File: config.mk
export PLATFORM = sky130hd
export DESIGN_NAME = three_term_recurrence_checksum_unit
export DESIGN_NICKNAME = d
export VERILOG_FILES = /design/src/rtl/ttrc_pkg.sv /design/src/rtl/ttrc_term.sv /design/src/rtl/three_term_recurrence_checksum_unit.sv
export VERILOG_INCLUDE_DIRS = /design/src /design/src/rtl
export SDC_FILE = /design/constraint.sdc
export NUM_CORES = 1
export LEC_CHECK = 0
export BUFFER_PORTS_ARGS = -buffer_cell sky130_fd_sc_hd__buf_2
export CAP_MARGIN = 20
export CORE_MARGIN = 4
export CORE_UTILIZATION = 65
export DETAILED_ROUTE_END_ITERATION = 10
export MAX_ROUTING_LAYER = met4
export PLACE_DENSITY = 0.88
export SYNTH_ARGS = -nofsm -noshare
export SYNTH_HDL_FRONTEND = slang
export SYNTH_HIERARCHICAL = 1
export SYNTH_SLANG_ARGS = --single-unit
File: constraint.sdc
create_clock -name clk -period 38.6 [get_ports clk]
set_clock_uncertainty 0.1 [all_clocks]
set_input_delay 5.79 -clock clk [delete_from_list [all_inputs] [get_ports clk]]
set_output_delay 5.79 -clock clk [all_outputs]
set_load 0.05 [all_outputs]
File: src/rtl/three_term_recurrence_checksum_unit_assert.svh
// Assertion macros for the three-term recurrence checksum unit.
// Expects a clock named clk and an active-low reset named rst_n in the including scope.
`ifndef THREE_TERM_RECURRENCE_CHECKSUM_UNIT_ASSERT_SVH
`define THREE_TERM_RECURRENCE_CHECKSUM_UNIT_ASSERT_SVH

// Checked only outside reset.
`define TTRC_ASSERT(label, prop, msg) \
    label: assert property (@(posedge clk) disable iff (!rst_n) prop) else $error(msg);

// Checked at every edge, reset included.
`define TTRC_ASSERT_ALWAYS(label, prop, msg) \
    label: assert property (@(posedge clk) prop) else $error(msg);

`endif

File: src/rtl/ttrc_pkg.sv
// Shared types and constants of the three-term recurrence checksum unit.
// No dependencies.
`timescale 1ns / 1ps

package ttrc_pkg;

    // Widths of the message byte, the terms and the byte index.
    typedef logic [7:0]  byte_t;
    typedef logic [15:0] term_t;
    typedef logic [7:0]  index_t;

    // Recurrence constants.
    localparam byte_t ALPHA_MUL = 8'd17;
    localparam byte_t BETA_MUL  = 8'd31;
    localparam byte_t FIRST_ADD = 8'd7;
    localparam term_t CK_MOD    = 16'hFFFF;

    // Reset values of the state.
    localparam term_t  TERM_INIT  = 16'd1;
    localparam index_t INDEX_INIT = 8'd0;
    localparam index_t INDEX_NEXT_FIRST = 8'd1;

    // Width of the recurrence products: a 9-bit factor times a 16-bit term.
    localparam int PROD_W = 25;

    // Added when the subtraction goes negative: 2^64 is 1 mod 65535, plus
    // enough multiples of the modulus to make the value positive again.
    localparam logic [PROD_W-1:0] NEG_BIAS = PROD_W'(65535 * 257 + 1);

    // One registered request.
    typedef struct packed {
        byte_t data_byte;
        logic  first_byte;
        logic  last_byte;
    } byte_req_t;

endpackage

File: src/rtl/ttrc_term.sv
// Next-term datapath of the three-term recurrence checksum unit.
// Depends on ttrc_pkg.
`timescale 1ns / 1ps

module ttrc_term (
    input  ttrc_pkg::byte_t  data_byte,
    input  ttrc_pkg::index_t idx,
    input  ttrc_pkg::term_t  older,
    input  ttrc_pkg::term_t  newer,
    output ttrc_pkg::term_t  term
);
    import ttrc_pkg::*;

    logic [7:0]        alpha;
    logic [7:0]        beta;
    logic [8:0]        factor;
    logic [PROD_W-1:0] pos;
    logic [PROD_W-1:0] neg;
    logic [PROD_W-1:0] diff;
    logic [16:0]       fold;

    // Index-dependent coefficients, taken modulo 256.
    assign alpha  = 8'(idx * ALPHA_MUL);
    assign beta   = 8'(idx * BETA_MUL);
    assign factor = {1'b0, data_byte} + {1'b0, alpha};

    // The two products of the recurrence.
    assign pos = PROD_W'(factor) * PROD_W'(newer);
    assign neg = PROD_W'(beta) * PROD_W'(older);

    // Difference, corrected into a positive value when it would go negative.
    assign diff = (pos >= neg) ? (pos - neg) : (pos - neg + NEG_BIAS);

    // Reduce modulo 65535: 2^16 is 1 mod 65535, so fold the high bits down.
    assign fold = 17'(diff[PROD_W-1:16]) + 17'(diff[15:0]);
    assign term = (fold >= 17'(CK_MOD)) ? 16'(fold - 17'(CK_MOD)) : fold[15:0];

endmodule

File: src/rtl/three_term_recurrence_checksum_unit.sv
// Top level of the three-term recurrence checksum unit.
// Depends on ttrc_pkg, ttrc_term and three_term_recurrence_checksum_unit_assert.svh.
`timescale 1ns / 1ps

// The unit takes one message byte per request and returns a 16-bit checksum
// request for every byte marked last. It accepts one byte every clock cycle
// while the byte channel does not stall; a checksum enters the output register
// when its last byte leaves the input register. The rate is set by the state
// loop: the next-term datapath (two small multiplies, a subtract and a fold
// modulo 65535) is combinational between the input register and the term
// registers. A byte marked first restarts the message; bytes without a first
// mark continue the current recurrence. The byte channel stalls only when a last
// byte is waiting and the checksum register is still held by a stalled receiver.
module three_term_recurrence_checksum_unit (
    input  logic            clk,
    input  logic            rst_n,
    input  logic            byte_valid,
    output logic            byte_stall,
    input  ttrc_pkg::byte_t data_byte,
    input  logic            first_byte,
    input  logic            last_byte,
    output logic            checksum_valid,
    input  logic            checksum_stall,
    output ttrc_pkg::term_t checksum
);
    import ttrc_pkg::*;

    logic      req_valid_reg;
    logic      req_valid_next;
    byte_req_t req_reg;
    logic      req_go;
    logic      byte_take;

    term_t  older_reg;
    term_t  older_next;
    term_t  newer_reg;
    term_t  newer_next;
    index_t byte_index_reg;
    index_t byte_index_next;
    term_t  term;

    logic  checksum_valid_reg;
    logic  checksum_valid_next;
    term_t checksum_reg;

    // Handshake: the registered request moves on unless it needs the output
    // register and that register is held.
    assign req_go = req_valid_reg &&
        (!req_reg.last_byte || !checksum_valid_reg || !checksum_stall);
    assign byte_stall = req_valid_reg && !req_go;
    assign byte_take  = byte_valid && !byte_stall;

    always_comb
    begin
        if (byte_take)
        begin
            req_valid_next = 1'b1;
        end
        else if (req_go)
        begin
            req_valid_next = 1'b0;
        end
        else
        begin
            req_valid_next = req_valid_reg;
        end
    end

    // Input register.
    always_ff @(posedge clk or negedge rst_n)
    begin
        if (!rst_n)
        begin
            req_valid_reg <= 1'b0;
        end
        else
        begin
            req_valid_reg <= req_valid_next;
        end
    end

    always_ff @(posedge clk)
    begin
        if (byte_take)
        begin
            req_reg <= '{data_byte: data_byte, first_byte: first_byte, last_byte: last_byte};
        end
    end

    // Next term of the recurrence.
    ttrc_term u_term (
        .data_byte (req_reg.data_byte),
        .idx       (byte_index_reg),
        .older     (older_reg),
        .newer     (newer_reg),
        .term      (term)
    );

    // State update: a first byte restarts, any other byte shifts the terms.
    always_comb
    begin
        older_next      = older_reg;
        newer_next      = newer_reg;
        byte_index_next = byte_index_reg;
        if (req_go)
        begin
            if (req_reg.first_byte)
            begin
                older_next      = TERM_INIT;
                newer_next      = 16'(req_reg.data_byte) + 16'(FIRST_ADD);
                byte_index_next = INDEX_NEXT_FIRST;
            end
            else
            begin
                older_next      = newer_reg;
                newer_next      = term;
                byte_index_next = byte_index_reg + 8'd1;
            end
        end
    end

    always_ff @(posedge clk or negedge rst_n)
    begin
        if (!rst_n)
        begin
            older_reg      <= TERM_INIT;
            newer_reg      <= TERM_INIT;
            byte_index_reg <= INDEX_INIT;
        end
        else
        begin
            older_reg      <= older_next;
            newer_reg      <= newer_next;
            byte_index_reg <= byte_index_next;
        end
    end

    // Output register: loaded with the new term when a last byte moves on.
    always_comb
    begin
        if (req_go && req_reg.last_byte)
        begin
            checksum_valid_next = 1'b1;
        end
        else if (!checksum_stall)
        begin
            checksum_valid_next = 1'b0;
        end
        else
        begin
            checksum_valid_next = checksum_valid_reg;
        end
    end

    always_ff @(posedge clk or negedge rst_n)
    begin
        if (!rst_n)
        begin
            checksum_valid_reg <= 1'b0;
        end
        else
        begin
            checksum_valid_reg <= checksum_valid_next;
        end
    end

    always_ff @(posedge clk)
    begin
        if (req_go && req_reg.last_byte)
        begin
            checksum_reg <= newer_next;
        end
    end

    assign checksum_valid = checksum_valid_reg;
    assign checksum       = checksum_reg;

    // Checks on the state loop and the output register.
`include "three_term_recurrence_checksum_unit_assert.svh"

    `TTRC_ASSERT(a_checksum_range, checksum_valid |-> (checksum != CK_MOD), "checksum out of range")
    `TTRC_ASSERT_ALWAYS(a_terms_range, rst_n |-> ((newer_reg != CK_MOD) && (older_reg != CK_MOD)), "term out of range")
    `TTRC_ASSERT(a_first_restart, (req_go && req_reg.first_byte) |=> ((older_reg == TERM_INIT) && (byte_index_reg == INDEX_NEXT_FIRST)), "first byte did not restart")
    `TTRC_ASSERT(a_checksum_source, $rose(checksum_valid) |-> $past(req_go && req_reg.last_byte), "checksum without last byte")
    `TTRC_ASSERT(a_state_hold, !$past(req_go) |-> ($stable(newer_reg) && $stable(byte_index_reg)), "state moved without a byte")

endmodule

Word-level counts from Yosys, hierarchy flattened
Index checks and enable logic that the tools add are counted.
{"block": "classes", "addsub": 7, "n_mul": 4, "n_lt_le_gt_ge": 2, "n_eq_ne": 1, "mux": 10, "reduce_logical": 12}
{"operator": "$mux W16", "count": 4}
{"operator": "$add A25 B25 Y25 const B", "count": 1}
{"operator": "$ge A25 B24 Y1", "count": 1}
{"operator": "$mul A9 B16 Y25", "count": 1}
{"operator": "$mux W25", "count": 1}
{"operator": "$sub A25 B24 Y25", "count": 1}
{"operator": "$mul A8 B16 Y24", "count": 1}
{"operator": "$add A9 B16 Y17", "count": 1}
{"operator": "$ge A17 B16 Y1 const B", "count": 1}
{"operator": "$mul A8 B5 Y8 const B", "count": 2}
{"operator": "$sub A16 B16 Y16 const B", "count": 1}
{"operator": "$add A8 B3 Y9 const B", "count": 1}
{"operator": "$add A8 B8 Y9", "count": 1}
{"operator": "$add A8 B1 Y8 const B", "count": 1}
{"operator": "$mux W8", "count": 1}
{"operator": "$logic_not A1 Y1", "count": 5}
{"operator": "$logic_and A1 B1 Y1", "count": 4}
{"operator": "$mux W1", "count": 4}
{"operator": "$logic_or A1 B1 Y1", "count": 2}
{"operator": "$ne A2 B1 Y1 const B", "count": 1}
{"operator": "$reduce_bool A2 Y1", "count": 1}
{"block": "word_totals", "regBits": 68, "input_bits": 14, "output_inout_bits": 18, "elab_cells": 45}

Longest topological paths before layout
{"block": "logic_depth", "word_depth": 11, "ltp_mapped": 58, "ltp_nobuf": 57}

Hierarchy
The synthesis kept the hierarchy.
{"module": "ttrc_term", "instances": 1, "cells_each": 1398, "area_each_um2": 11617.4, "seq_area_each_um2": 0.0}
{"module": "three_term_recurrence_checksum_unit", "instances": 1, "cells_each": 248, "area_each_um2": 2810.2, "seq_area_each_um2": 1834.3}

Worst setup path after synthesis
OpenSTA, ideal clock, no wires.
{"block": "synth_timing", "kind": "reg2reg", "from": "reg byte_index_reg[1]", "to": "reg checksum_reg[1] (netlist: checksum[1]) (data pin)", "setup_time_ns": 0.275, "arrival_ns": 12.377, "t_required_ns": 38.225, "slack_ns": 25.848, "stages_incl_launch_ff": 57, "path_buffers": 2, "synth_period_minus_slack_ns": 12.752, "path_cell_list": "dfrtp_1 -> inv_1 -> fa_1 -> inv_1 -> fa_1 -> inv_1 -> fa_1 -> inv_1 -> ha_1 -> inv_1 -> o21bai_1 -> a21oi_1 -> xnor2_1 -> clkbuf_1 -> nand2_1 -> fa_1 -> fa_1 -> fa_1 -> [... 21 more ...] -> a21oi_1 -> nand4_1 -> xnor2_1 -> ha_1 -> o21ai_0 -> a21boi_0 -> a2111oi_0 -> nor2_1 -> o211ai_1 -> xor2_1 -> mux2i_1 -> xnor2_1 -> nor4_2 -> a31oi_2 -> nor2b_2 -> mux2_1 -> o21ai_0 -> o21ai_0"}
{"block": "synth_via", "elab_chain_len": 11, "elab_cells_between_ends": 15, "cone_classes": "add/sub (5); mul (4); order compare (2); mux (4)"}
{"element": "start: declaration", "line": "three_term_recurrence_checksum_unit.sv:38", "source": "index_t byte_index_reg;"}
{"element": "start signal: assignment", "line": "three_term_recurrence_checksum_unit.sv:134", "source": "byte_index_reg <= byte_index_next;"}
{"element": "$mul A8 B5 Y8", "line": "ttrc_term.sv:23", "source": "assign alpha = 8'(idx * ALPHA_MUL);"}
{"element": "$add A8 B8 Y9", "line": "ttrc_term.sv:25", "source": "assign factor = {1'b0, data_byte} + {1'b0, alpha};"}
{"element": "$mul A9 B16 Y25", "line": "ttrc_term.sv:28", "source": "assign pos = PROD_W'(factor) * PROD_W'(newer);"}
{"element": "$sub A25 B24 Y25", "line": "ttrc_term.sv:32", "source": "assign diff = (pos >= neg) ? (pos - neg) : (pos - neg + NEG_BIAS);"}
{"element": "$add A25 B25 Y25", "line": "ttrc_term.sv:32"}
{"element": "$mux W25 *", "line": "ttrc_term.sv:32"}
{"element": "$add A9 B16 Y17 *", "line": "ttrc_term.sv:35", "source": "assign fold = 17'(diff[PROD_W-1:16]) + 17'(diff[15:0]);"}
{"element": "$sub A16 B16 Y16 or $ge A17 B16 Y1 (tied branches)", "line": "ttrc_term.sv:36", "source": "assign term = (fold >= 17'(CK_MOD)) ? 16'(fold - 17'(CK_MOD)) : fold[15:0];"}
{"element": "$mux W16 *", "line": "ttrc_term.sv:36"}
{"element": "net term[1]", "line": "three_term_recurrence_checksum_unit.sv:40", "source": "term_t term;"}
{"element": "$mux W16 *", "line": "three_term_recurrence_checksum_unit.sv:107", "source": "if (req_reg.first_byte)"}
{"element": "$mux W16 *", "line": "three_term_recurrence_checksum_unit.sv:105", "source": "if (req_go)"}
{"element": "net newer_next[1]", "line": "three_term_recurrence_checksum_unit.sv:37", "source": "term_t newer_next;"}
{"element": "end signal: assignment", "line": "three_term_recurrence_checksum_unit.sv:171", "source": "checksum_reg <= newer_next;"}
{"element": "end: declaration", "line": "three_term_recurrence_checksum_unit.sv:44", "source": "term_t checksum_reg;"}
Mark *: on every way through the listed nets, which the timed path passes. The rest lies on a longest branch.
A chain may end at the register's enable or synchronous reset.

Worst setup path in the final report
{"block": "layout_timing", "from": "reg byte_index_reg[0]", "to": "reg checksum_reg[6] (netlist: checksum[6]) (data pin)"}
The elaborated chain is that of the path after synthesis.

==> flow_summary.toml <==
[sta]
timing_hold_violations_final = 0
max-slew-margin-rel_pct = 25.0
grt_setup_unrepaired = "no"
report.final.setup_viol = 0
worst-slew-pin-transition_ps = 1120
final.min_clock_period_ps = 14660
finalCritPeriodShare_pct = 38.0
final_max_slew_viol_count = 0
setup_tns_ps = 0
maxClockFrequency_ghz = 0.0682

[finish]
layout_commonest_cell = "sky130_fd_sc_hd__inv_1"
insertedDiodeCount = 0
multi_input_comb_area_sq_um = 11400
nets = 2003
layout.cells.most_common_list = "sky130_fd_sc_hd__inv_1 (249), sky130_fd_sc_hd__nand2_1 (228), sky130_fd_sc_hd__fa_1 (197)"
seqCellArea_sq_um = 1830
areaGrowthSynthToFinish_pct = 4.29
final_util_pct = 68.9
post_route_cells_drive_above_1_share_pct = 5.69
fillCellCount = 1619

[detailed_routing]
remaining_drc_errors = 0
drtAntennaViolNets = 0
detailedRoute.firstPassIterationCount = 7
routed_wire_length_microns = 37600
drt_iter0_drcs = 992
via_per_inst = 6.17
route.vias.total = 11921
post_drt_wl_per_cell_microns = 19.5

[setup_path]
sort_of_element_at_the_end_of_the_critical_path = "flip-flop"
worst-endpoint-required_ps = 38620
max_stage_delay_ps = 890
cp-start-kind = "flip-flop"
critPathMaxFanout = 24
timing.critical_path.slowest_stage_cell = "sky130_fd_sc_hd__dfrtp_1"
crit_type = "flip-flop to flip-flop"
worst_path_most_repeated_cell = "sky130_fd_sc_hd__fa_1"
critical_path_arrival_ps = 14680

[synthesis]
post_synth_inst_count = 1646
synthXorXnorAreaFrac_pct = 7.28
synth-warning-count = 6
synthesis.nets = 2002
synth_async_sr_flop_share_pct = 61.8
synth_edf_count = 26
synth.largest_area_cell = "sky130_fd_sc_hd__fa_1"
mappedNetlistArea_sq_um = 14400
synthesis_stage_register_bit_count = 68
synth_area_per_cell_sq_um = 8.77
netlist-cell-type-count = 84
main_combinational_cell_family_by_area_after_synthesis = "adder cells"
synthTopCellsByArea = "sky130_fd_sc_hd__fa_1 (27%), sky130_fd_sc_hd__ha_1 (13%), sky130_fd_sc_hd__dfrtp_1 (6.9%)"
dominantRegCellSynth = "sky130_fd_sc_hd__dfrtp_1"
synth-compound-area-share_pct = 11.8
synthMuxAreaShare_pct = 0.824
synthAdderAreaFrac_pct = 39.9
ys_seq_area_share_pct = 12.7
synth_top_area_share_pct = 27.3
synthSimpleGateAreaFrac_pct = 19.3

[clocking]
clkLatencyLatePin_ps = 340
post_cts_resize_count = 0
postCtsHoldBufs = 0
cts_tree = "built"
numClockSinks = 68
post_cts_clock_slew_at_the_launch_and_capture_registers_of_the_worst_setup_and_hold_paths_ps = 60
cts_post_setup_buffers_inserted = 0
tritoncts.num_buffers = 9
htreeDepth = 3
ctsLongestPathBuffers = 2
cts-root-buf = "sky130_fd_sc_hd__clkbuf_16"

[global_routing]
grt_pass1_wl_microns = 62100
track_usage_pct = 32.6
pin_count_of_the_biggest_net_entering_global_routing = 68
grt.overflow.total = 0
antenna_found_initial = 0
via_count_of_the_first_global_routing_pass = 12642

[run]
drv_cap = 0

[placement]
dp.final_hpwl_microns = 29300
io_buffer_count = 31
routabilityCongestion = 1.00

[floorplanning]
die-height_microns = 157
floorplan.die.width_microns = 157
floorplan.initialDensity_pct = 66.1
fp.dieArea_sq_um = 24600
core_region_sq_um = 21800
rows = 54
boundaryPins = 32

[status]
status = "complete, no violations"

[hold_path]
timing.hold.worst.class = "flip-flop to flip-flop"
## final timing paths
path | depth (start not counted) | from | slack (ps) | to
worst max-delay path | 51 | byte_index_reg[0]$_DFFE_PN0P_ | 23940 | checksum[6]$_DFFE_PP_
worst min-delay path | 2 | older_reg[0]$_DFFE_PN1P_ | 440 | older_reg[0]$_DFFE_PN1P_
worst max register to register | 51 | byte_index_reg[0]$_DFFE_PN0P_ | 23940 | checksum[6]$_DFFE_PP_
worst min register to register | 2 | older_reg[0]$_DFFE_PN1P_ | 440 | older_reg[0]$_DFFE_PN1P_
max in group asynchronous | 2 | rst_n | 32560 | older_reg[14]$_DFFE_PN0P_
min in group asynchronous | 2 | rst_n | 5440 | newer_reg[15]$_DFF_PN0_
## metal layers
| metal | share of wire, % | vias to the layer above | GRT usage [%] |
|---|---|---|---|
| met1 | 40 | 5839 | 41.7 |
| met4 | 4.3 | 0 | 13.5 |
| met3 | 8.9 | 130 | 6.27 |
| met5 | 0 | - | - |
| li1 | - | 5347 | - |
| met2 | 47 | 605 | 51.3 |
## logic make-up after synthesis
logic type,count (synthesis)
xor gates and xnor gates,119
adders and majority gates,342
muxes,11
buffers and inverters,299
DFF,68
and+or+nand+nor,547
AOI/OAI and AO/OA,260
## cells in the mapped netlist, types with 4 or more instances
cell,count
sky130_fd_sc_hd__and2_1,150
sky130_fd_sc_hd__o21ai_1,9
sky130_fd_sc_hd__nor2_1,46
sky130_fd_sc_hd__o21ai_0,56
sky130_fd_sc_hd__nor3_2,4
sky130_fd_sc_hd__nand3_1,22
sky130_fd_sc_hd__dfrtp_1,40
sky130_fd_sc_hd__nand2b_1,8
sky130_fd_sc_hd__buf_1,12
sky130_fd_sc_hd__a31oi_1,13
sky130_fd_sc_hd__xnor2_1,80
sky130_fd_sc_hd__or3_1,8
sky130_fd_sc_hd__ha_1,145
sky130_fd_sc_hd__a31o_2,4
sky130_fd_sc_hd__and3_1,12
sky130_fd_sc_hd__nor3_1,24
sky130_fd_sc_hd__and4_1,4
sky130_fd_sc_hd__o21bai_1,19
sky130_fd_sc_hd__o211ai_1,4
sky130_fd_sc_hd__buf_2,6
sky130_fd_sc_hd__a21o_1,32
sky130_fd_sc_hd__clkbuf_1,26
sky130_fd_sc_hd__edfxtp_1,26
sky130_fd_sc_hd__a21boi_0,6
sky130_fd_sc_hd__inv_1,249
sky130_fd_sc_hd__nor2b_1,7
sky130_fd_sc_hd__mux2i_1,7
sky130_fd_sc_hd__nand4_1,10
sky130_fd_sc_hd__nand2_1,228
sky130_fd_sc_hd__fa_1,197
sky130_fd_sc_hd__o21a_1,7
sky130_fd_sc_hd__xor2_1,38
sky130_fd_sc_hd__a21oi_1,70
sky130_fd_sc_hd__a211oi_1,7
## worst max-delay path: cells and delay by family, from the launching register on
| family | cells | cell delay (ps) |
|---|---|---|
| AOI/OAI and AO/OA | 22 | 5370 |
| xor gates and xnor gates | 6 | 1170 |
| adders and majority gates | 11 | 4850 |
| buffers and inverters | 5 | 550 |
| DFF | 1 | 890 |
| muxes | 1 | 100 |
| and+or+nand+nor | 6 | 1410 |
## metrics by stage
| step | hold WS (ps) | area (sq um) | instances | worst slack [ps] |
|---|---|---|---|---|
| 6_report | 441 | 15000 | 1932 | 23940 |
| 5_1_grt | 453 | 15000 | 1932 | 22830 |
| 4_1_cts | 441 | 15000 | 1930 | 23550 |
| 3_5_place_dp | 432 | 14800 | 1914 | 23570 |
| 3_3_place_gp | 411 | 14800 | 1914 | 24330 |
| 2_1_floorplan | 348 | 14400 | 1646 | 25850 |
## layout make-up
class,count,share of cell area [%]
clock buffer,11,1.61
tap,280,2.33
inverter,249,6.21
clock inverter,5,0.241
sequential,68,12.2
multi-input combinational,1279,75.9
timing repair buffer,40,1.48
Power is not shown: default switching activity piles up to over one toggle a cycle in this logic, so the estimate is an artifact.
